[src/rtl/core/freq_to_pressure_interpolator_defines.svh]
// Assertion macros for the RTL file that checks its own behavior.
// Every macro samples on clk and is disabled while rst is high.
`ifndef FREQ_TO_PRESSURE_INTERPOLATOR_DEFINES_SVH
`define FREQ_TO_PRESSURE_INTERPOLATOR_DEFINES_SVH
`ifndef SYNTHESIS
`define FTP_ASSERT(lbl, prop, msg) \
  lbl: assert property (@(posedge clk) disable iff (rst) (prop)) else $error(msg);
`define FTP_ASSERT_NEVER(lbl, cond, msg) \
  lbl: assert property (@(posedge clk) disable iff (rst) !(cond)) else $error(msg);
`else
`define FTP_ASSERT(lbl, prop, msg)
`define FTP_ASSERT_NEVER(lbl, cond, msg)
`endif
`endif

[src/rtl/core/ftp_pkg.sv]
`timescale 1ns / 1ps
package ftp_pkg;

  localparam int TABLE_ENTRIES = 231;
  localparam int IDX_W         = $clog2(TABLE_ENTRIES);
  localparam int COUNT_W       = 20;
  localparam int SCALED_W      = 19;
  localparam int FREQ_W        = 15;
  localparam int PRESS_W       = 17;
  localparam int DIV_STEPS     = PRESS_W;

  // count * 4 / 10 == (2 * count) / 5, done as a multiply by ceil(2^23 / 5)
  localparam int MUL_W       = COUNT_W + 1;
  localparam int PROD_W      = 2 * MUL_W;
  localparam int RECIP_SHIFT = 23;
  localparam logic [MUL_W-1:0] RECIP_MUL = MUL_W'((2 ** RECIP_SHIFT + 4) / 5);

  localparam int GROUP_SIZE  = 16;
  localparam int LOC_W       = $clog2(GROUP_SIZE);
  localparam int NUM_GROUPS  = (TABLE_ENTRIES + GROUP_SIZE - 1) / GROUP_SIZE;

  localparam logic [PRESS_W-1:0] OVERLOAD_CODE = 17'h1FFFF;

  localparam logic [FREQ_W-1:0] FREQ_ROM [0:TABLE_ENTRIES-1] = '{
    15'd255, 15'd417, 15'd660, 15'd856, 15'd1064, 15'd1205, 15'd1415, 15'd1634, 15'd1831,
    15'd2039, 15'd2127, 15'd2215, 15'd2369, 15'd2457, 15'd2580, 15'd2658, 15'd2769,
    15'd2812, 15'd2932, 15'd3077, 15'd3148, 15'd3234, 15'd3363, 15'd3432, 15'd3583,
    15'd3615, 15'd3770, 15'd3814, 15'd3890, 15'd3945, 15'd4035, 15'd4135, 15'd4178,
    15'd4224, 15'd4302, 15'd4354, 15'd4430, 15'd4500, 15'd4610, 15'd4653, 15'd4718,
    15'd4787, 15'd4843, 15'd4923, 15'd4965, 15'd5021, 15'd5065, 15'd5126, 15'd5200,
    15'd5211, 15'd5308, 15'd5352, 15'd5418, 15'd5452, 15'd5541, 15'd5547, 15'd5628,
    15'd5673, 15'd5716, 15'd5771, 15'd5794, 15'd5828, 15'd5840, 15'd5904, 15'd5971,
    15'd6017, 15'd6042, 15'd6068, 15'd6092, 15'd6115, 15'd6182, 15'd6213, 15'd6246,
    15'd6266, 15'd6300, 15'd6400, 15'd6432, 15'd6457, 15'd6490, 15'd6509, 15'd6536,
    15'd6616, 15'd6634, 15'd6654, 15'd6706, 15'd6732, 15'd6761, 15'd6789, 15'd6817,
    15'd6860, 15'd6883, 15'd6904, 15'd6948, 15'd6981, 15'd6994, 15'd7037, 15'd7058,
    15'd7067, 15'd7085, 15'd7147, 15'd7352, 15'd7644, 15'd7930, 15'd8162, 15'd8316,
    15'd8571, 15'd8754, 15'd9152, 15'd9154, 15'd9401, 15'd9558, 15'd9601, 15'd9742,
    15'd10030, 15'd10129, 15'd10196, 15'd10284, 15'd10362, 15'd10400, 15'd10560,
    15'd10650, 15'd10720, 15'd10800, 15'd10890, 15'd10900, 15'd11030, 15'd11070,
    15'd11120, 15'd11220, 15'd11290, 15'd11370, 15'd11410, 15'd11480, 15'd11580,
    15'd11620, 15'd11670, 15'd11730, 15'd11750, 15'd11820, 15'd11870, 15'd11990,
    15'd12070, 15'd12090, 15'd12120, 15'd12150, 15'd12184, 15'd12251, 15'd12294,
    15'd12328, 15'd12383, 15'd12439, 15'd12481, 15'd12590, 15'd12661, 15'd12667,
    15'd12720, 15'd12768, 15'd12837, 15'd12918, 15'd12940, 15'd12973, 15'd13030,
    15'd13072, 15'd13104, 15'd13129, 15'd13141, 15'd13183, 15'd13216, 15'd13240,
    15'd13264, 15'd13294, 15'd13331, 15'd13354, 15'd13403, 15'd13469, 15'd13562,
    15'd13525, 15'd13558, 15'd13611, 15'd13650, 15'd13664, 15'd13726, 15'd13774,
    15'd13800, 15'd13847, 15'd13926, 15'd13931, 15'd13977, 15'd14000, 15'd14032,
    15'd14072, 15'd14175, 15'd14250, 15'd14325, 15'd14441, 15'd14532, 15'd14615,
    15'd14731, 15'd14897, 15'd14996, 15'd15091, 15'd15151, 15'd15229, 15'd15324,
    15'd15424, 15'd15512, 15'd15570, 15'd15600, 15'd15670, 15'd15815, 15'd15856,
    15'd15938, 15'd16015, 15'd16115, 15'd16188, 15'd16230, 15'd16256, 15'd16328,
    15'd16457, 15'd16569, 15'd16811, 15'd16928, 15'd16959, 15'd17029, 15'd17071,
    15'd17174, 15'd17297, 15'd17344, 15'd17349, 15'd17380, 15'd17438
  };

  localparam logic [PRESS_W-1:0] PRESS_ROM [0:TABLE_ENTRIES-1] = '{
    17'd1, 17'd2, 17'd3, 17'd4, 17'd5, 17'd6, 17'd7, 17'd8, 17'd9, 17'd10,
    17'd11, 17'd12, 17'd13, 17'd14, 17'd15, 17'd16, 17'd17, 17'd18, 17'd19, 17'd20,
    17'd21, 17'd22, 17'd23, 17'd24, 17'd25, 17'd26, 17'd27, 17'd28, 17'd29, 17'd30,
    17'd31, 17'd32, 17'd33, 17'd34, 17'd35, 17'd36, 17'd37, 17'd38, 17'd39, 17'd40,
    17'd41, 17'd42, 17'd43, 17'd44, 17'd45, 17'd46, 17'd47, 17'd48, 17'd49, 17'd50,
    17'd51, 17'd52, 17'd53, 17'd54, 17'd55, 17'd56, 17'd57, 17'd58, 17'd59, 17'd60,
    17'd61, 17'd62, 17'd63, 17'd64, 17'd65, 17'd66, 17'd67, 17'd68, 17'd69, 17'd70,
    17'd71, 17'd72, 17'd73, 17'd74, 17'd75, 17'd76, 17'd77, 17'd78, 17'd79, 17'd80,
    17'd81, 17'd82, 17'd83, 17'd84, 17'd85, 17'd86, 17'd87, 17'd88, 17'd89, 17'd90,
    17'd91, 17'd92, 17'd93, 17'd94, 17'd95, 17'd96, 17'd97, 17'd98, 17'd99, 17'd100,
    17'd110, 17'd120, 17'd130, 17'd140, 17'd150, 17'd160, 17'd170, 17'd180, 17'd190,
    17'd200, 17'd210, 17'd220, 17'd230, 17'd240, 17'd250, 17'd260, 17'd270, 17'd280,
    17'd290, 17'd300, 17'd310, 17'd320, 17'd330, 17'd340, 17'd350, 17'd360, 17'd370,
    17'd380, 17'd390, 17'd400, 17'd410, 17'd420, 17'd430, 17'd440, 17'd450, 17'd460,
    17'd470, 17'd480, 17'd490, 17'd500, 17'd510, 17'd520, 17'd530, 17'd540, 17'd550,
    17'd560, 17'd570, 17'd580, 17'd590, 17'd600, 17'd610, 17'd620, 17'd630, 17'd640,
    17'd650, 17'd660, 17'd670, 17'd680, 17'd690, 17'd700, 17'd710, 17'd720, 17'd730,
    17'd740, 17'd750, 17'd760, 17'd770, 17'd780, 17'd790, 17'd800, 17'd810, 17'd820,
    17'd830, 17'd840, 17'd850, 17'd860, 17'd870, 17'd880, 17'd890, 17'd900, 17'd910,
    17'd920, 17'd930, 17'd940, 17'd950, 17'd960, 17'd970, 17'd980, 17'd990, 17'd1000,
    17'd1100, 17'd1200, 17'd1300, 17'd1400, 17'd1500, 17'd1600, 17'd1700, 17'd1800,
    17'd1900, 17'd2000, 17'd2100, 17'd2200, 17'd2300, 17'd2400, 17'd2500, 17'd2600,
    17'd2700, 17'd2800, 17'd2900, 17'd3000, 17'd3600, 17'd3800, 17'd4000, 17'd4800,
    17'd5500, 17'd6000, 17'd7000, 17'd7500, 17'd8500, 17'd9000, 17'd10000, 17'd20000,
    17'd30000, 17'd40000, 17'd50000, 17'd60000, 17'd70000, 17'd80000, 17'd90000,
    17'd100000, 17'd110000
  };

  typedef struct packed {
    logic [IDX_W-1:0]    idx;
    logic                found;
    logic                oor;
    logic [SCALED_W-1:0] scaled;
  } seg_t;

  typedef struct packed {
    logic [FREQ_W-1:0]  rem;
    logic [PRESS_W-1:0] low;
    logic [FREQ_W-1:0]  span;
    logic [PRESS_W-1:0] p0;
    logic               found;
    logic               oor;
  } div_t;

endpackage

[src/rtl/core/ftp_div.sv]
`timescale 1ns / 1ps
module ftp_div (
  input  logic                         clk,
  input  logic                         rst,
  input  logic                         en,
  input  logic                         in_valid,
  input  ftp_pkg::div_t                din,
  output logic                         out_valid,
  output logic [ftp_pkg::PRESS_W-1:0]  pressure,
  output logic                         oor
);

  localparam int NS = ftp_pkg::DIV_STEPS;
  localparam int FW = ftp_pkg::FREQ_W;
  localparam int PW = ftp_pkg::PRESS_W;

  ftp_pkg::div_t  st [NS];
  logic [NS-1:0]  vld;

  // one quotient bit per stage, restoring
  for (genvar k = 0; k < NS; k++) begin : g_step
    ftp_pkg::div_t  prev;
    ftp_pkg::div_t  nxt;
    logic           prev_v;
    logic [FW:0]    t;
    logic           qb;

    if (k == 0) begin : g_first
      assign prev   = din;
      assign prev_v = in_valid;
    end else begin : g_rest
      assign prev   = st[k-1];
      assign prev_v = vld[k-1];
    end

    always_comb begin
      nxt = prev;
      t   = {prev.rem, prev.low[PW-1]};
      qb  = (t >= {1'b0, prev.span});
      nxt.rem = qb ? FW'(t - {1'b0, prev.span}) : t[FW-1:0];
      nxt.low = {prev.low[PW-2:0], qb};
    end

    always_ff @(posedge clk) begin
      if (rst) begin
        vld[k] <= 1'b0;
      end else if (en) begin
        vld[k] <= prev_v;
      end
    end

    always_ff @(posedge clk) begin
      if (en) begin
        st[k] <= nxt;
      end
    end
  end

  always_ff @(posedge clk) begin
    if (rst) begin
      out_valid <= 1'b0;
    end else if (en) begin
      out_valid <= vld[NS-1];
    end
  end

  always_ff @(posedge clk) begin
    if (en) begin
      pressure <= (st[NS-1].oor || !st[NS-1].found) ? ftp_pkg::OVERLOAD_CODE
                                                    : st[NS-1].low + st[NS-1].p0;
      oor      <= st[NS-1].oor;
    end
  end

endmodule
[config.mk]
export PLATFORM = sky130hd
export DESIGN_NAME = ftp_div
export DESIGN_NICKNAME = d
export VERILOG_FILES = /design/src/rtl/core/freq_to_pressure_interpolator_defines.svh /design/src/rtl/core/ftp_pkg.sv /design/src/rtl/core/ftp_div.sv
export SDC_FILE = /design/constraint.sdc
export NUM_CORES = 1
export LEC_CHECK = 0
export ABC_AREA = 1
export BUFFER_PORTS_ARGS = -buffer_cell sky130_fd_sc_hd__buf_2
export CORE_MARGIN = 5
export CORE_UTILIZATION = 40
export DETAILED_ROUTE_END_ITERATION = 16
export HOLD_SLACK_MARGIN = 0.05
export PLACE_DENSITY = 0.67
export SLEW_MARGIN = 10
export SYNTH_ARGS = -nofsm -noshare
export SYNTH_HDL_FRONTEND = slang
export SYNTH_SLANG_ARGS = --single-unit
[constraint.sdc]
create_clock -name clk -period 5.2 [get_ports clk]
set_input_delay 0.52 -clock clk [delete_from_list [all_inputs] [get_ports clk]]
set_output_delay 0.52 -clock clk [all_outputs]
set_load 0.005 [all_outputs]
==> impl_table.tex <==
\begin{tabular}{lr}
\hline
Metric & Value \\
\hline
\multicolumn{2}{l}{\textbf{Global routing}} \\
Via count of the first global-routing pass & 34,100 \\
Total GRT Usage & between 15 and 20\% \\
GR Overflow Total & 0 \\
Global-route wire length before repair & 177,000 um \\
Number of antenna violations at the first check in global routing & 1 \\
Pin count of the biggest net entering global routing & 189 \\
\multicolumn{2}{l}{\textbf{Pwr}} \\
P\_int & 20.3 mW \\
Power share of the sequential group & 41.0\% \\
Total power density per cell area & 515 nW/um\^{}2 \\
Sw Share & 35.8\% \\
Combinational share of power & 33.1\% \\
Net switching power of the design & 11.3 mW \\
Leak & $\sim$28 nW \\
Worst ir drop on vdd & between 0.0002 and 0.0003 V \\
Clock power share & approximately 26\% \\
\multicolumn{2}{l}{\textbf{Route}} \\
Final wirelength & 109,000 um \\
Number of routed nets with antenna violations & 0 \\
First-pass iteration count of the detailed router & 5 \\
Number of DRC violations after detailed-routing iteration 0 & 2,234 \\
Routed length per placed instance & 14.7 um \\
Remaining routing DRC violations & 0 \\
Routed via count & 34,600 \\
Avg Vias per Cell & approximately 4.7 \\
\multicolumn{2}{l}{\textbf{Yosys}} \\
Number of distinct standard cells referenced by the synthesized netlist & 37 \\
Warnings, synthesis & 0 \\
Synthesized area & between 50,000 and 60,000 sq um \\
Synth area leader & sky130\_fd\_sc\_hd\_\_edfxtp\_1 \\
Count of state elements after synthesis & $\sim$1,100 \\
Largest cells by area after synthesis & sky130\_fd\_sc\_hd\_\_edfxtp\_1, sky130\_fd\_sc\_hd\_\_nand2\_1, sky130\_fd\_sc\_hd\_\_inv\_1 \\
Share of the synthesized area in the top cell type & between 60\% and 70\% \\
Post-Synthesis Mean Instance Area & 10.2 sq um \\
Post-Syn Nets & roughly 5,700 \\
Synth Instances & 5,320 \\
Portion of the post-synthesis area used by sequential elements & 61.9\% \\
\multicolumn{2}{l}{\textbf{Floorplanning}} \\
Die outline height & between 300 and 400 um \\
Number of placement rows & 135 \\
I/O pin cnt & 89 \\
Die Width & $\sim$380 um \\
Overall die area & 144,000 sq um \\
Initial core utilization & about two fifths \\
Core region area & 135,000 sq um \\
\multicolumn{2}{l}{\textbf{Setup path}} \\
Worst path required time & $\sim$5.7 ns \\
Number of cells on the worst reg-to-reg path & 12 \\
Max FO, Critical Path & 19 \\
Crit path capture type & register \\
Origin of the worst setup path & st[0][613]\$\_DFFE\_PP\_ \\
Nature of the critical path startpoint & register \\
Destination of the worst register-to-register timing path & st[0][717]\$\_DFFE\_PP\_ \\
Arrival time reported for the critical path endpoint & 3.10 ns \\
Category of the critical setup timing path & register to register \\
Beginning of the worst register-to-register path & st[0][613]\$\_DFFE\_PP\_ \\
Flop2flop setup slack & roughly 2.6 ns \\
\multicolumn{2}{l}{\textbf{Final layout}} \\
Share of final-layout standard cells stronger than drive strength 1 & 6.64\% \\
Highest-count cells in the layout ignoring fill and taps & sky130\_fd\_sc\_hd\_\_nand2\_1, sky130\_fd\_sc\_hd\_\_edfxtp\_1, sky130\_fd\_sc\_hd\_\_inv\_1 \\
Nets & approximately 6,000 \\
Most common cell after layout, fill and taps aside & sky130\_fd\_sc\_hd\_\_nand2\_1 \\
Diode insertion count for antenna repair & 0 \\
Synthesis-to-layout area growth & 12.6\% \\
\multicolumn{2}{l}{\textbf{Timing}} \\
Count of pins over their slew limit & 0 \\
Final setup violation count & 0 \\
Setup slack of the critical path after layout & 2.58 ns \\
Final period util & between 50\% and 60\% \\
Clock tree skew after final layout & between 0.03 and 0.04 ns \\
Aggregate negative setup slack & 0 ns \\
Worst Max-Slew Pin Slew & 1.10 ns \\
Final worst path period need & 2.62 ns \\
Max Freq & 382 MHz \\
Setup repair after global routing missed its margin & false \\
Count of final hold-check violations & 0 \\
Max-Slew Margin vs Limit & 26.9\% \\
\multicolumn{2}{l}{\textbf{CTS}} \\
Clk root buf & sky130\_fd\_sc\_hd\_\_clkbuf\_16 \\
Number of levels the H-tree was split into & 3 \\
Clock-pin slew of the registers on the worst-case setup and hold paths & about 0.060 ns \\
Buffers inserted during post-CTS setup optimization & 0 \\
Cts bufs inserted & 114 \\
CTS tree & yes \\
Count of clock tree sinks & 1,128 \\
Clk\_lat worst skew & around 0.74 ns \\
Bufs on Longest Clock Path & 3 \\
\multicolumn{2}{l}{\textbf{Worst hold path}} \\
Worst hold start & din[50] \\
Hold crit path type & input port to register \\
WHS Endpoint & st[0][51]\$\_DFFE\_PP\_ \\
Number of stages on the worst hold path & 3 \\
\multicolumn{2}{l}{\textbf{Status}} \\
Outcome & finished, final reports clean \\
\multicolumn{2}{l}{\textbf{Placement}} \\
Post-detailed-placement half-perimeter wirelength & 80,800 um \\
I/O Buffers & 88 \\
Worst slack at placement & 2.59 ns \\
Routability congestion estimate from global placement & 0.898 \\
\multicolumn{2}{l}{\textbf{Run}} \\
Number of max-cap violations & 0 \\
\hline
\end{tabular}
[metal layers]
metal | GRT usage (%) | vias up | routed length [um]
met3 | 2.60 | 228 | 4390
met1 | 19.4 | 15900 | 47900
met4 | 5.60 | 0 | 4050
met5 | 0 | - | 0
li1 | - | 17800 | -
met2 | 26.5 | 578 | 53100
[worst max path at each step]
| stage | to | slack [ns] | cells past startpoint |
|---|---|---|---|
| after floorplan | st[0][56]$_DFFE_PP_ | 3.03 | 12 |
| after global placement | st[0][393]$_DFFE_PP_ | 2.60 | 12 |
| after detailed placement | st[0][777]$_DFFE_PP_ | 2.59 | 11 |
| after CTS | st[0][777]$_DFFE_PP_ | 2.55 | 11 |
| after global routing | st[0][853]$_DFFE_PP_ | 2.36 | 12 |
| final | st[0][717]$_DFFE_PP_ | 2.58 | 12 |
[sequential cells by signal (all words and copies together), names as in the netlist]
signal / count
g_step.prev_v: 16
oor: 1
out_valid: 1
pressure: 17
st: 1092
vld: 1
[power groups by stage]
stage          clock, mW  sequential, mW  combinational (mW)
6_report            8.16            12.9                10.4
5_1_grt             8.82            13.1                12.0
4_1_cts             8.44            12.9                10.5
3_5_place_dp           0            13.1                10.4
3_3_place_gp           0            13.1                10.2
2_1_floorplan          0            12.6                8.10
[cells in the mapped netlist]
master                     number
sky130_fd_sc_hd__a21boi_0       3
sky130_fd_sc_hd__o21a_1         1
sky130_fd_sc_hd__dfxtp_1       18
sky130_fd_sc_hd__buf_4         15
sky130_fd_sc_hd__clkbuf_1       5
sky130_fd_sc_hd__buf_2          2
sky130_fd_sc_hd__nand4_2        7
sky130_fd_sc_hd__nand2_2       22
sky130_fd_sc_hd__inv_2         17
sky130_fd_sc_hd__or2_0          8
sky130_fd_sc_hd__nor3_1         4
sky130_fd_sc_hd__nand4_1      100
sky130_fd_sc_hd__xnor2_1       15
sky130_fd_sc_hd__clkinv_1       1
sky130_fd_sc_hd__xor2_1        73
sky130_fd_sc_hd__nand2_4        1
sky130_fd_sc_hd__ha_1         271
sky130_fd_sc_hd__nand3_1      326
sky130_fd_sc_hd__nor3_4         7
sky130_fd_sc_hd__o21ai_1       56
sky130_fd_sc_hd__a21oi_1      117
sky130_fd_sc_hd__a21oi_4        7
sky130_fd_sc_hd__buf_6         15
sky130_fd_sc_hd__fa_1          17
sky130_fd_sc_hd__nand3b_1      33
sky130_fd_sc_hd__o21ai_0       45
sky130_fd_sc_hd__buf_1          1
sky130_fd_sc_hd__nand2_1     1696
sky130_fd_sc_hd__and2_1        51
sky130_fd_sc_hd__nand3_4        7
sky130_fd_sc_hd__edfxtp_1    1110
sky130_fd_sc_hd__o21bai_1       1
sky130_fd_sc_hd__nor2_2        21
sky130_fd_sc_hd__nor2_1       244
sky130_fd_sc_hd__or2_2         11
sky130_fd_sc_hd__inv_1        984
sky130_fd_sc_hd__or2_1          8
[cell families after synthesis]
group,synth area share [%]
DFF,61.9
AOI/OAI and AO/OA,2.28
buffers and inverters,7.49
xor gates and xnor gates,1.42
and+or+nand+nor,20.0
adders and majority gates,6.86
[cell type report]
cell class | instances | area, sq um
well taps | 1781 | 2230
repair buffers | 151 | 1130
fillers | 12500 | 74000
inverters | 1002 | 3760
clock inverters | 79 | 811
multi-input cells | 3152 | 16600
flip-flops and latches | 1128 | 33700
clock buffers | 136 | 3000
[stage by stage]
stage	utilization, %	cell area [sq um]	hold slack, ns	power (mW)	instances
floorplan	-	54400	0.400	20.7	5320
CTS	45.3	61300	0.0815	31.9	7429
global placement	42.1	56900	0.401	23.4	7163
global route	45.3	61300	0.113	33.9	7429
detailed placement	42.1	56900	0.405	23.5	7163
finish	45.3	61300	0.156	31.5	7429
[critical path, cell delays in order, from the launching register on]
cell and delay [ns]:
sky130_fd_sc_hd__edfxtp_1 0.44, sky130_fd_sc_hd__ha_1 0.24, sky130_fd_sc_hd__fa_1 0.37, sky130_fd_sc_hd__inv_1 0.10, sky130_fd_sc_hd__nand2_1 0.07, sky130_fd_sc_hd__nand2_1 0.08
sky130_fd_sc_hd__nand3_1 0.12, sky130_fd_sc_hd__nand3_1 0.13, sky130_fd_sc_hd__nand2_1 0.07, sky130_fd_sc_hd__nand2_2 0.32, sky130_fd_sc_hd__inv_2 0.22, sky130_fd_sc_hd__nand2_1 0.11
sky130_fd_sc_hd__nand2_1 0.09
[what timing repair did]
| action | CTS | global route |
|---|---|---|
| gates resized for setup | 0 | 0 |
| setup endpoints to repair | 0 | 0 |
| endpoints found under the hold margin | 51 | 0 |
| hold buffers | 51 | 0 |
No activity file was read; power rests on OpenSTA's default activity.
