===== config.mk =====
export PLATFORM = sky130hd
export DESIGN_NAME = ftp_scale
export DESIGN_NICKNAME = d
export VERILOG_FILES = /design/src/rtl/core/freq_to_pressure_interpolator_defines.svh /design/src/rtl/core/ftp_pkg.sv /design/src/rtl/core/ftp_scale.sv
export SDC_FILE = /design/constraint.sdc
export NUM_CORES = 1
export LEC_CHECK = 0
export BUFFER_PORTS_ARGS = -buffer_cell sky130_fd_sc_hd__buf_4
export CORE_UTILIZATION = 35
export DETAILED_ROUTE_END_ITERATION = 6
export GPL_ROUTABILITY_DRIVEN = 0
export PLACE_DENSITY = 0.62
export RECOVER_POWER = 25
export SLEW_MARGIN = 0
export SYNTH_ARGS = -nofsm -noshare
export SYNTH_HDL_FRONTEND = slang
export SYNTH_SLANG_ARGS = --single-unit
export TNS_END_PERCENT = 1

===== constraint.sdc =====
create_clock -name clk -period 6.1 [get_ports clk]
set_clock_uncertainty 0.2 [all_clocks]
set_input_delay 0.305 -clock clk [delete_from_list [all_inputs] [get_ports clk]]
set_output_delay 0.305 -clock clk [all_outputs]
set_load 0.01 [all_outputs]

===== src/rtl/core/freq_to_pressure_interpolator_defines.svh =====
// Assertion macros for the RTL file that checks its own behavior.
// Every macro samples on clk and is disabled while rst is high.
`ifndef FREQ_TO_PRESSURE_INTERPOLATOR_DEFINES_SVH
`define FREQ_TO_PRESSURE_INTERPOLATOR_DEFINES_SVH
`ifndef SYNTHESIS
`define FTP_ASSERT(lbl, prop, msg) \
  lbl: assert property (@(posedge clk) disable iff (rst) (prop)) else $error(msg);
`define FTP_ASSERT_NEVER(lbl, cond, msg) \
  lbl: assert property (@(posedge clk) disable iff (rst) !(cond)) else $error(msg);
`else
`define FTP_ASSERT(lbl, prop, msg)
`define FTP_ASSERT_NEVER(lbl, cond, msg)
`endif
`endif


===== src/rtl/core/ftp_pkg.sv =====
`timescale 1ns / 1ps
package ftp_pkg;

  localparam int TABLE_ENTRIES = 231;
  localparam int IDX_W         = $clog2(TABLE_ENTRIES);
  localparam int COUNT_W       = 20;
  localparam int SCALED_W      = 19;
  localparam int FREQ_W        = 15;
  localparam int PRESS_W       = 17;
  localparam int DIV_STEPS     = PRESS_W;

  // count * 4 / 10 == (2 * count) / 5, done as a multiply by ceil(2^23 / 5)
  localparam int MUL_W       = COUNT_W + 1;
  localparam int PROD_W      = 2 * MUL_W;
  localparam int RECIP_SHIFT = 23;
  localparam logic [MUL_W-1:0] RECIP_MUL = MUL_W'((2 ** RECIP_SHIFT + 4) / 5);

  localparam int GROUP_SIZE  = 16;
  localparam int LOC_W       = $clog2(GROUP_SIZE);
  localparam int NUM_GROUPS  = (TABLE_ENTRIES + GROUP_SIZE - 1) / GROUP_SIZE;

  localparam logic [PRESS_W-1:0] OVERLOAD_CODE = 17'h1FFFF;

  localparam logic [FREQ_W-1:0] FREQ_ROM [0:TABLE_ENTRIES-1] = '{
    15'd255, 15'd417, 15'd660, 15'd856, 15'd1064, 15'd1205, 15'd1415, 15'd1634, 15'd1831,
    15'd2039, 15'd2127, 15'd2215, 15'd2369, 15'd2457, 15'd2580, 15'd2658, 15'd2769,
    15'd2812, 15'd2932, 15'd3077, 15'd3148, 15'd3234, 15'd3363, 15'd3432, 15'd3583,
    15'd3615, 15'd3770, 15'd3814, 15'd3890, 15'd3945, 15'd4035, 15'd4135, 15'd4178,
    15'd4224, 15'd4302, 15'd4354, 15'd4430, 15'd4500, 15'd4610, 15'd4653, 15'd4718,
    15'd4787, 15'd4843, 15'd4923, 15'd4965, 15'd5021, 15'd5065, 15'd5126, 15'd5200,
    15'd5211, 15'd5308, 15'd5352, 15'd5418, 15'd5452, 15'd5541, 15'd5547, 15'd5628,
    15'd5673, 15'd5716, 15'd5771, 15'd5794, 15'd5828, 15'd5840, 15'd5904, 15'd5971,
    15'd6017, 15'd6042, 15'd6068, 15'd6092, 15'd6115, 15'd6182, 15'd6213, 15'd6246,
    15'd6266, 15'd6300, 15'd6400, 15'd6432, 15'd6457, 15'd6490, 15'd6509, 15'd6536,
    15'd6616, 15'd6634, 15'd6654, 15'd6706, 15'd6732, 15'd6761, 15'd6789, 15'd6817,
    15'd6860, 15'd6883, 15'd6904, 15'd6948, 15'd6981, 15'd6994, 15'd7037, 15'd7058,
    15'd7067, 15'd7085, 15'd7147, 15'd7352, 15'd7644, 15'd7930, 15'd8162, 15'd8316,
    15'd8571, 15'd8754, 15'd9152, 15'd9154, 15'd9401, 15'd9558, 15'd9601, 15'd9742,
    15'd10030, 15'd10129, 15'd10196, 15'd10284, 15'd10362, 15'd10400, 15'd10560,
    15'd10650, 15'd10720, 15'd10800, 15'd10890, 15'd10900, 15'd11030, 15'd11070,
    15'd11120, 15'd11220, 15'd11290, 15'd11370, 15'd11410, 15'd11480, 15'd11580,
    15'd11620, 15'd11670, 15'd11730, 15'd11750, 15'd11820, 15'd11870, 15'd11990,
    15'd12070, 15'd12090, 15'd12120, 15'd12150, 15'd12184, 15'd12251, 15'd12294,
    15'd12328, 15'd12383, 15'd12439, 15'd12481, 15'd12590, 15'd12661, 15'd12667,
    15'd12720, 15'd12768, 15'd12837, 15'd12918, 15'd12940, 15'd12973, 15'd13030,
    15'd13072, 15'd13104, 15'd13129, 15'd13141, 15'd13183, 15'd13216, 15'd13240,
    15'd13264, 15'd13294, 15'd13331, 15'd13354, 15'd13403, 15'd13469, 15'd13562,
    15'd13525, 15'd13558, 15'd13611, 15'd13650, 15'd13664, 15'd13726, 15'd13774,
    15'd13800, 15'd13847, 15'd13926, 15'd13931, 15'd13977, 15'd14000, 15'd14032,
    15'd14072, 15'd14175, 15'd14250, 15'd14325, 15'd14441, 15'd14532, 15'd14615,
    15'd14731, 15'd14897, 15'd14996, 15'd15091, 15'd15151, 15'd15229, 15'd15324,
    15'd15424, 15'd15512, 15'd15570, 15'd15600, 15'd15670, 15'd15815, 15'd15856,
    15'd15938, 15'd16015, 15'd16115, 15'd16188, 15'd16230, 15'd16256, 15'd16328,
    15'd16457, 15'd16569, 15'd16811, 15'd16928, 15'd16959, 15'd17029, 15'd17071,
    15'd17174, 15'd17297, 15'd17344, 15'd17349, 15'd17380, 15'd17438
  };

  localparam logic [PRESS_W-1:0] PRESS_ROM [0:TABLE_ENTRIES-1] = '{
    17'd1, 17'd2, 17'd3, 17'd4, 17'd5, 17'd6, 17'd7, 17'd8, 17'd9, 17'd10,
    17'd11, 17'd12, 17'd13, 17'd14, 17'd15, 17'd16, 17'd17, 17'd18, 17'd19, 17'd20,
    17'd21, 17'd22, 17'd23, 17'd24, 17'd25, 17'd26, 17'd27, 17'd28, 17'd29, 17'd30,
    17'd31, 17'd32, 17'd33, 17'd34, 17'd35, 17'd36, 17'd37, 17'd38, 17'd39, 17'd40,
    17'd41, 17'd42, 17'd43, 17'd44, 17'd45, 17'd46, 17'd47, 17'd48, 17'd49, 17'd50,
    17'd51, 17'd52, 17'd53, 17'd54, 17'd55, 17'd56, 17'd57, 17'd58, 17'd59, 17'd60,
    17'd61, 17'd62, 17'd63, 17'd64, 17'd65, 17'd66, 17'd67, 17'd68, 17'd69, 17'd70,
    17'd71, 17'd72, 17'd73, 17'd74, 17'd75, 17'd76, 17'd77, 17'd78, 17'd79, 17'd80,
    17'd81, 17'd82, 17'd83, 17'd84, 17'd85, 17'd86, 17'd87, 17'd88, 17'd89, 17'd90,
    17'd91, 17'd92, 17'd93, 17'd94, 17'd95, 17'd96, 17'd97, 17'd98, 17'd99, 17'd100,
    17'd110, 17'd120, 17'd130, 17'd140, 17'd150, 17'd160, 17'd170, 17'd180, 17'd190,
    17'd200, 17'd210, 17'd220, 17'd230, 17'd240, 17'd250, 17'd260, 17'd270, 17'd280,
    17'd290, 17'd300, 17'd310, 17'd320, 17'd330, 17'd340, 17'd350, 17'd360, 17'd370,
    17'd380, 17'd390, 17'd400, 17'd410, 17'd420, 17'd430, 17'd440, 17'd450, 17'd460,
    17'd470, 17'd480, 17'd490, 17'd500, 17'd510, 17'd520, 17'd530, 17'd540, 17'd550,
    17'd560, 17'd570, 17'd580, 17'd590, 17'd600, 17'd610, 17'd620, 17'd630, 17'd640,
    17'd650, 17'd660, 17'd670, 17'd680, 17'd690, 17'd700, 17'd710, 17'd720, 17'd730,
    17'd740, 17'd750, 17'd760, 17'd770, 17'd780, 17'd790, 17'd800, 17'd810, 17'd820,
    17'd830, 17'd840, 17'd850, 17'd860, 17'd870, 17'd880, 17'd890, 17'd900, 17'd910,
    17'd920, 17'd930, 17'd940, 17'd950, 17'd960, 17'd970, 17'd980, 17'd990, 17'd1000,
    17'd1100, 17'd1200, 17'd1300, 17'd1400, 17'd1500, 17'd1600, 17'd1700, 17'd1800,
    17'd1900, 17'd2000, 17'd2100, 17'd2200, 17'd2300, 17'd2400, 17'd2500, 17'd2600,
    17'd2700, 17'd2800, 17'd2900, 17'd3000, 17'd3600, 17'd3800, 17'd4000, 17'd4800,
    17'd5500, 17'd6000, 17'd7000, 17'd7500, 17'd8500, 17'd9000, 17'd10000, 17'd20000,
    17'd30000, 17'd40000, 17'd50000, 17'd60000, 17'd70000, 17'd80000, 17'd90000,
    17'd100000, 17'd110000
  };

  typedef struct packed {
    logic [IDX_W-1:0]    idx;
    logic                found;
    logic                oor;
    logic [SCALED_W-1:0] scaled;
  } seg_t;

  typedef struct packed {
    logic [FREQ_W-1:0]  rem;
    logic [PRESS_W-1:0] low;
    logic [FREQ_W-1:0]  span;
    logic [PRESS_W-1:0] p0;
    logic               found;
    logic               oor;
  } div_t;

endpackage


===== src/rtl/core/ftp_scale.sv =====
`timescale 1ns / 1ps
module ftp_scale (
  input  logic                               clk,
  input  logic                               rst,
  input  logic                               en,
  input  logic                               in_valid,
  input  logic [ftp_pkg::COUNT_W-1:0]        count,
  output logic                               out_valid,
  output logic [ftp_pkg::SCALED_W-1:0]       scaled
);

  logic [ftp_pkg::PROD_W-1:0] prod;

  // floor(2 * count / 5) by reciprocal; exact over the whole input range
  always_ff @(posedge clk) begin
    if (rst) begin
      out_valid <= 1'b0;
    end else if (en) begin
      out_valid <= in_valid;
    end
  end

  always_ff @(posedge clk) begin
    if (en) begin
      prod <= {count, 1'b0} * ftp_pkg::RECIP_MUL;
    end
  end

  assign scaled = prod[ftp_pkg::RECIP_SHIFT +: ftp_pkg::SCALED_W];

endmodule


==> results.ini, run 1 <==
[outcome]
status = complete, no violations

[finish]
final_nets = 1240
area_growth_pct = 16.71
final_core_util_pct = 41.80
drive_gt1_share_pct = 14.87
antenna_cells = 0
design_area_sq_um = 9151

[global_routing]
grt_max_degree = 21
antenna_found_initial = 0
grt_pass1_wl_um = 29490
grt_overflow = 0
grt_pass1_vias = 5730
grt_usage_pct = 16.91

[sta]
rsz0062_at_grt = no
fmax_ghz = 0.1697
whs_ns = 0.003104
tightestPinTransition_ns = 1.129
drv_slew = 0
fin_crit_ns = 5.892
fin_tns_setup_ns = 0
period_share_pct = 96.60
setup_violations = 0
final-hold-violation-count = 0
slew_headroom_pct = 24.73

[hold_path]
hold_depth = 2
hp-class = input pin to flip-flop
hold_path_end = out_valid
hp-start = rst

[floorplanning]
coreArea_sq_um = 21890
start_util_pct = 35.82
ios = 44
fp-row-count = 54
dieArea_sq_um = 23010
die_x_um = 151.7
die_height_um = 151.7

[logic_synthesis]
async_flop_share_pct = 0
yosysMostFrequentCell = inv_1
synth.yosys.seq_area_share_pct = 7.532
synthTopCellsByCount = inv_1 (205), ha_1 (204), fa_1 (130)
synth_nets = 1118
synth-main-ff-cell = edfxtp_1
syn_inst = 760
synth_top_area_share_pct = 33.19
syn_avg_cell_area_sq_um = 10.32
synth-seq-cells = 20
synth.top_cells.by_area = fa_1 (33%), ha_1 (33%), inv_1 (9.8%)
yosys_warnings = 0
ys_types = 42
synth_largest_area_cell = fa_1
syn_area_sq_um = 7841
synth-edff-count = 19

[clock_network]
cts_sinks = 20
hold_buffers = 0
clockRootBuffer = clkbuf_16
cts.repair.resized = 0
cts_buffers = 3
postCtsSetupRepairBufs = 0
cts-htree-levels = 1
clk_path_buf_depth = 2
clock_latency_ns = 0.25
cts_tree = done
clk_pin_slew_ns = 0.06

[place]
dp_hpwl_um = 16690
port_buffers = 43
placed_area_sq_um = 9074

[route]
drtPass1Iterations = 5
num_vias = 5477
drc = 0
post_drt_wl_per_cell_um = 15.61
vias_per_cell = 4.717
ant_nets = 0
drtIter0Drc = 240
wl_um = 18120

[setup_path]
r2r_slack_ns = 5.31
required_ns = 5.90
cp.arrival_ns = 5.69
start_kind = input pin
worstSetupPathType = input pin to flip-flop
path_max_fanout = 5
endpoint_kind = flip-flop
r2r-start = out_valid
rr_endpoint = out_valid
critical_path.startpoint = count[1]
rr_worst_depth = 2

[flow_run]
drv_cap = 0

==> worst max-delay path, stage by stage <==
cell	delay [ns]
buf_4	0.13
ha_1	0.31
xor2_1	0.19
ha_1	0.22
or2_2	0.31
fa_1	0.52
fa_1	0.45
fa_1	0.53
fa_1	0.41
ha_1	0.28
ha_1	0.34
a21oi_4	0.15
o211ai_1	0.11
a41o_1	0.26
a41oi_2	0.20
o221a_4	0.26
a31oi_4	0.12
a211o_1	0.35
a21oi_2	0.16
xnor2_1	0.07
==> per-layer routing <==
metal  wire length [um]  global-route usage (%)  up-vias  part of all wire (%)
li1                   -                       -     2693                     -
met3                703                   1.737        8                   3.9
met2               8620                   28.25      108                    48
met4                206                   2.178        0                   1.1
met5                  0                       0        -                     0
met1               8587                   24.09     2668                    47
==> cell type report <==
cell class,instances,area [sq um]
Timing Repair Buffer,120,897.1
Multi-Input combinational cell,532,6465
Fill cell,2144,12740
Tap cell,280,350.3
Sequential cell,20,590.6
Inverter,205,769.5
Clock buffer,4,78.83
==> stage by stage <==
step	cells	setup slack, ns
2_1_floorplan	760	0.3017
3_3_place_gp	1157	-0.02124
3_5_place_dp	1157	-0.04614
4_1_cts	1161	0.1869
5_1_grt	1161	0.03669
6_report	1161	0.2077
==> sequential cells by signal (all words and copies together), names as in the netlist <==
signal / count
out_valid: 1
prod: 19
==> cell families (layout without fill, tap and decap cells) <==
logic type | Yosys count | in the layout | share of synthesized area [%]
AOI/OAI and AO/OA | 84 | 84 | 7.515
xor gates and xnor gates | 39 | 39 | 4.356
adders and majority gates | 334 | 334 | 65.74
buffers and inverters | 208 | 329 | 10.05
DFF | 20 | 20 | 7.532
muxes | 2 | 2 | 0.2553
and+or+nand+nor | 73 | 73 | 4.547
==> cells in the final DEF, fill, tap and decap left out, types with 2 or more instances in the layout <==
| cell | synthesis | final |
|---|---|---|
| inv_1 | 205 | 205 |
| ha_1 | 204 | 203 |
| fa_1 | 130 | 130 |
| buf_4 | 0 | 119 |
| xor2_1 | 24 | 24 |
| a21oi_1 | 23 | 23 |
| a21o_1 | 22 | 22 |
| edfxtp_1 | 19 | 19 |
| nor2_1 | 18 | 18 |
| nand2_1 | 18 | 18 |
| xnor2_1 | 15 | 15 |
| o21ai_0 | 11 | 11 |
| and2_1 | 9 | 9 |
| a31oi_1 | 9 | 9 |
| nand4_1 | 7 | 7 |
| nand3_1 | 7 | 7 |
| and3_1 | 4 | 4 |
| nor3_1 | 3 | 3 |
| clkbuf_16 | 0 | 3 |
| o21a_1 | 2 | 2 |
| a211oi_1 | 2 | 2 |
| o21bai_1 | 2 | 2 |
| or2_2 | 2 | 2 |
| nor2b_1 | 2 | 2 |
| mux2i_1 | 2 | 2 |
| clkbuf_1 | 2 | 2 |
==> worst max path at each step <==
stage          endpoint  slack [ns]  cells past startpoint
6_report       prod[38]        0.21                     20
5_1_grt        prod[38]        0.04                     21
4_1_cts        prod[38]        0.19                     20
3_5_place_dp   prod[38]       -0.05                     20
3_3_place_gp   prod[38]       -0.02                     20
2_1_floorplan  prod[38]        0.30                     20
Power of run 1 is not shown: default switching activity piles up to over one toggle a cycle in this logic, so the estimate is an artifact.
==> run 2, diff against run 1 <==
--- a/config.mk
+++ b/config.mk
@@ -9,7 +9,7 @@
 export CORE_UTILIZATION = 35
 export DETAILED_ROUTE_END_ITERATION = 6
 export GPL_ROUTABILITY_DRIVEN = 0
-export PLACE_DENSITY = 0.62
+export PLACE_DENSITY = 0.61
 export RECOVER_POWER = 25
 export SLEW_MARGIN = 0
 export SYNTH_ARGS = -nofsm -noshare
==> constraint.sdc (replaced) <==
create_clock -name clk -period 5.95 [get_ports clk]
set_clock_uncertainty 0.2 [all_clocks]
set_input_delay 0.2975 -clock clk [delete_from_list [all_inputs] [get_ports clk]]
set_output_delay 0.2975 -clock clk [all_outputs]
set_load 0.01 [all_outputs]
==> run 2 against run 1 <==
Critical path depth increased by 2; flip-flop and latch count did not move; wire length is 2.3% higher; non-clock buffer count grew 50; worst setup slack got worse by 0.034 ns; cell count increased by 4.3%.
==> results.ini, run 2 (same netlist as run 1, synthesis figures left out) <==
[route]
num_vias = 5715  ; +4.3%
drc = 0  ; unchanged
drtIter0Drc = 263  ; +9.6%
vias_per_cell = 4.719  ; about the same
post_drt_wl_per_cell_um = 15.31  ; -1.9%
ant_nets = 0  ; unchanged
drtPass1Iterations = 4  ; -1
wl_um = 18540  ; +2.3%

[setup_path]
required_ns = 5.75  ; -0.15 ns
start_kind = input pin
endpoint_kind = flip-flop
cp.arrival_ns = 5.58  ; -0.11 ns
path_max_fanout = 6  ; +1
cpMaxStageDelayCell = fa_1
path_cells = buf_4, buf_4, ha_1, xor2_1, ha_1, or2_2, fa_1, fa_1, fa_1, inv_1, fa_1, inv_1, ha_1, ha_1, nand3_1, nor2_1, a41oi_2, o221a_4, a31oi_4, a211o_1, a21oi_2, xnor2_1
worstSetupPathType = input pin to flip-flop
max_stage_delay_ns = 0.52  ; about the same

[place]
preCtsSetupSlack_ns = -0.2420  ; -0.1958 ns
port_buffers = 43  ; unchanged
dp_hpwl_um = 17190  ; +3.0%

[sta]
fin_crit_ns = 5.776
setup_ws_ns = 0.1736  ; -0.03411 ns
final-hold-violation-count = 0  ; unchanged
setup_violations = 0  ; unchanged
slew_headroom_pct = 24.83  ; +0.10 points
fmax_ghz = 0.1731
drv_slew = 0  ; unchanged
tightestPinTransition_ns = 1.128  ; -0.001495 ns
period_share_pct = 97.08

[finish]
largest_register_ff_count = 19  ; unchanged
regMostFlops = prod
drive_gt1_share_pct = 20.30  ; +5.4 points
final_nets = 1290  ; +4.0%
reg.largest.list = prod (19), out_valid (1)
final_cell_mix = inv_1 (205), ha_1 (195), buf_4 (167)
layout_commonest_cell = inv_1
antenna_cells = 0  ; unchanged
area_growth_pct = 22.50

[floorplanning]
die_x_um = 151.7  ; unchanged
ios = 44  ; unchanged
fp-row-count = 54  ; unchanged
dieArea_sq_um = 23010  ; unchanged
coreArea_sq_um = 21890  ; unchanged
die_height_um = 151.7  ; unchanged
start_util_pct = 35.82  ; unchanged

[clock_network]
cts-htree-levels = 1  ; unchanged
clockRootBuffer = clkbuf_16
postCtsSetupRepairBufs = 0  ; unchanged
cts_buffers = 3  ; unchanged
clk_pin_slew_ns = 0.06  ; about the same
cts_tree = done
clock_latency_ns = 0.25  ; about the same
clk_path_buf_depth = 2  ; unchanged
cts_sinks = 20  ; unchanged

[global_routing]
grt_pass1_wl_um = 30010  ; +1.8%
antenna_found_initial = 0  ; unchanged
grt_pass1_vias = 5928  ; +3.5%
grt_max_degree = 21  ; unchanged
grt_overflow = 0  ; unchanged
grt_usage_pct = 17.01  ; +0.10 points

[flow_run]
drv_cap = 0  ; unchanged

[outcome]
status = complete, no violations

[hold_path]
hp-class = input pin to flip-flop

==> run 2: cell types whose count changed in the layout (fill, tap and decap cells not counted), moves of 4 or more <==
cell / previous run / this run
buf_4: 119 / 167
ha_1: 203 / 195
ha_2: 1 / 5
ha_4: 0 / 4
==> run 2: repair_timing <==
action | 4_1_cts | 5_1_grt
gates resized for setup | 0 | 12
hold buffers | 1 | 0
hold endpoints to repair | 1 | 0
endpoints found under the setup margin | 0 | 10
==> run 2: layout make-up <==
| type | count | area (sq um) |
|---|---|---|
| fillers | 2169 | 12290 |
| multi-input cells | 532 | 6529 |
| repair buffers | 170 | 1287 |
| inverters | 205 | 769.5 |
| flip-flops and latches | 20 | 590.6 |
| well taps | 280 | 350.3 |
| clock buffers | 4 | 78.83 |
==> run 2: stage by stage <==
| step | std cells | utilization (%) | setup TNS (ns) | area (sq um) | hold WS, ns |
|---|---|---|---|---|---|
| CTS | 1211 | 43.59 | 0 | 9543 | 0.08657 |
| global placement | 1206 | 43.19 | -1.160 | 9454 | 0.2556 |
| detailed placement | 1206 | 43.19 | -1.514 | 9454 | 0.2572 |
| floorplan | 760 | - | 0 | 7841 | 0.1699 |
| global route | 1211 | 43.88 | -0.02455 | 9605 | 0.1380 |
| finish | 1211 | 43.88 | 0 | 9605 | 0.08532 |
==> run 2: layer usage <==
layer | routed length (um) | track usage, % | part of all wire (%)
met5 | 0 | 0 | 0
met4 | 303 | 3.069 | 1.6
met3 | 727 | 0.9281 | 3.9
met1 | 8756 | 24.65 | 47
met2 | 8749 | 28.11 | 47
==> run 2: path summary, 6_finish.rpt <==
kind                    end  startpoint  cells after the start  slack (ns)
setup / recovery   prod[38]    count[1]                     22        0.17
hold / removal    out_valid    in_valid                      3        0.09
setup reg to reg  out_valid   out_valid                      2        5.17
hold reg to reg   out_valid   out_valid                      2        0.29
==> run 2: worst max-delay path: cells and delay by family <==
| kind | cells | cell delay, ns |
|---|---|---|
| compound gates | 5 | 0.96 |
| xor+xnor | 2 | 0.35 |
| fa+ha+maj | 8 | 3.03 |
| buf+inv | 4 | 0.36 |
| simple gates | 3 | 0.56 |
Power of run 2 is left out for the same reason.
==> run 3, diff against run 2 <==
--- a/config.mk
+++ b/config.mk
@@ -6,9 +6,12 @@
 export NUM_CORES = 1
 export LEC_CHECK = 0
 export BUFFER_PORTS_ARGS = -buffer_cell sky130_fd_sc_hd__buf_4
+export CAP_MARGIN = 5
+export CORE_ASPECT_RATIO = 2
 export CORE_UTILIZATION = 35
 export DETAILED_ROUTE_END_ITERATION = 6
 export GPL_ROUTABILITY_DRIVEN = 0
+export HOLD_SLACK_MARGIN = 0.02
 export PLACE_DENSITY = 0.61
 export RECOVER_POWER = 25
 export SLEW_MARGIN = 0
==> run 3 against run 2 <==
Worst setup slack worse by 0.026 ns; critical endpoint unchanged; global-route usage is 3.1 points higher; clock-buffer cell count is 1 lower; register-to-register slack hardly changed; via count is 1.4% higher; worst hold slack worse by 0.011 ns; maximum frequency is 0.45% lower; cell count is 0.58% lower; critical path depth stayed put; largest cell class unchanged.
==> results.ini, run 3 (same netlist as run 1, synthesis figures left out) <==
[global_routing]
grt_overflow = 0  ; unchanged
grt_max_degree = 21  ; unchanged
grt_pass1_vias = 6479  ; +9.3%
grt_usage_pct = 20.13  ; +3.1 points
grt_pass1_wl_um = 33880  ; +13%
grt_use_met3_pct = 1.064  ; +0.14 points
top_usage_layer = met2
met1_usage_pct = 19.09  ; -5.6 points
antenna_found_initial = 0  ; unchanged
use_met2_pct = 39.83  ; +12 points

[clock_network]
clk_pin_slew_ns = 0.06  ; about the same
cts_sinks = 20  ; unchanged
clock_latency_ns = 0.26  ; about the same
cts_buffers = 3  ; unchanged
cts-htree-levels = 1  ; unchanged
clockRootBuffer = clkbuf_16
clk_path_buf_depth = 2  ; unchanged
cts_tree = done

[hold_path]
hp-class = input pin to flip-flop
hold_depth = 3  ; unchanged

[route]
num_vias = 5794  ; +1.4%
drc = 0  ; unchanged
vias_per_cell = 4.812  ; +2.0%
wl_um = 21470  ; +16%
drtPass1Iterations = 4  ; unchanged
post_drt_wl_per_cell_um = 17.83  ; +17%
ant_nets = 0  ; unchanged
drtIter0Drc = 156  ; -41%

[setup_path]
worstSetupPathType = input pin to flip-flop
required_ns = 5.76  ; about the same
path_max_fanout = 5  ; -1
cp.arrival_ns = 5.61  ; +0.03 ns
start_kind = input pin
endpoint_kind = flip-flop
cp-endpoint = prod[38]
rr_endpoint = out_valid
r2r-start = out_valid
rr_worst_depth = 2  ; unchanged
critical_path.startpoint = count[2]
r2r_slack_ns = 5.17  ; about the same

[floorplanning]
coreArea_sq_um = 22060  ; +0.78%
start_util_pct = 35.54  ; -0.28 points
die_height_um = 213.7  ; +41%
ios = 44  ; unchanged
die_x_um = 107.8  ; -29%
dieArea_sq_um = 23040  ; +0.16%
fp-row-count = 77  ; +43%

[sta]
tightestPinTransition_ns = 1.114  ; -0.01357 ns
setup_ws_ns = 0.1476  ; -0.02595 ns
slew_headroom_pct = 25.73  ; +0.90 points
period_share_pct = 97.52  ; +0.44 points
rsz0062_at_grt = yes
drv_slew = 0  ; unchanged
setup_violations = 0  ; unchanged
fin_crit_ns = 5.802  ; +0.02595 ns
fmax_ghz = 0.1723  ; -0.45%
final-hold-violation-count = 0  ; unchanged

[finish]
layout_commonest_cell = inv_1
n_fill_cell = 2142  ; -1.2%
drive_gt1_share_pct = 21.01  ; +0.71 points
largest_register_ff_count = 19  ; unchanged
area_growth_pct = 23.28
final_cell_mix = inv_1 (205), ha_1 (191), buf_4 (165)
final_nets = 1287  ; -0.23%
multi_input_area_sq_um = 6604  ; +1.1%
regMostFlops = prod
antenna_cells = 0  ; unchanged
reg.largest.list = prod (19), out_valid (1)
seq_area_sq_um = 590.6  ; unchanged

[place]
port_buffers = 43  ; unchanged
dp_hpwl_um = 20120  ; +17%
preCtsSetupSlack_ns = -0.2476  ; -0.005633 ns

[outcome]
status = complete, no violations

[flow_run]
drv_cap = 0  ; unchanged

run 3: metal layers:
metal | up-vias | share of wire [%]
met5 | - | 0
li1 | 2785 | -
met2 | 104 | 58
met4 | 0 | 7.9
met3 | 62 | 1.5
met1 | 2843 | 33
run 3: final cells by class:
cell class	instances	share of cell area [%]
inverter	205	7.960
clock buffer	3	0.7766
timing repair buffer	167	12.96
multi-input combinational	532	68.31
tap	276	3.572
clock inverter	1	0.3106
sequential	20	6.109
run 3: metrics by stage:
stage / util (%) / instance area (sq um) / hold slack (ns) / setup TNS (ns) / cells
2_1_floorplan: - / 7841 / 0.1699 / 0 / 760
3_3_place_gp: 42.64 / 9407 / 0.2569 / -1.363 / 1198
3_5_place_dp: 42.64 / 9407 / 0.2606 / -1.364 / 1198
4_1_cts: 43.16 / 9522 / 0.07233 / 0 / 1203
5_1_grt: 43.82 / 9667 / 0.08915 / -0.00005862 / 1204
6_report: 43.82 / 9667 / 0.07415 / 0 / 1204
run 3: worst max-delay path: stages:
cell     delay, ns
buf_4         0.14
ha_1          0.31
xor2_1        0.19
ha_1          0.22
or2_2         0.31
fa_1          0.55
fa_1          0.46
fa_1          0.50
inv_1         0.05
fa_1          0.47
inv_1         0.04
ha_1          0.26
ha_1          0.38
buf_4         0.14
nand2_1       0.07
nor2_2        0.18
nand4_1       0.13
o221a_4       0.28
a31oi_4       0.21
a211o_1       0.20
a21oi_2       0.07
xnor2_1       0.13
run 3: how the worst min path moves through the flow:
| stage | slack, ns | from | to |
|---|---|---|---|
| 2_1_floorplan | 0.17 | rst | out_valid |
| 3_3_place_gp | 0.26 | rst | out_valid |
| 3_5_place_dp | 0.26 | rst | out_valid |
| 4_1_cts | 0.07 | in_valid | out_valid |
| 5_1_grt | 0.09 | in_valid | out_valid |
| 6_report | 0.07 | in_valid | out_valid |
run 3: timing repair:
action	in CTS	in global routing
buffers inserted	0	1
endpoints found under the hold margin	1	0
resized for setup	0	20
hold buffers	1	0
setup endpoints to repair	0	9
Power of run 3 is left out for the same reason.
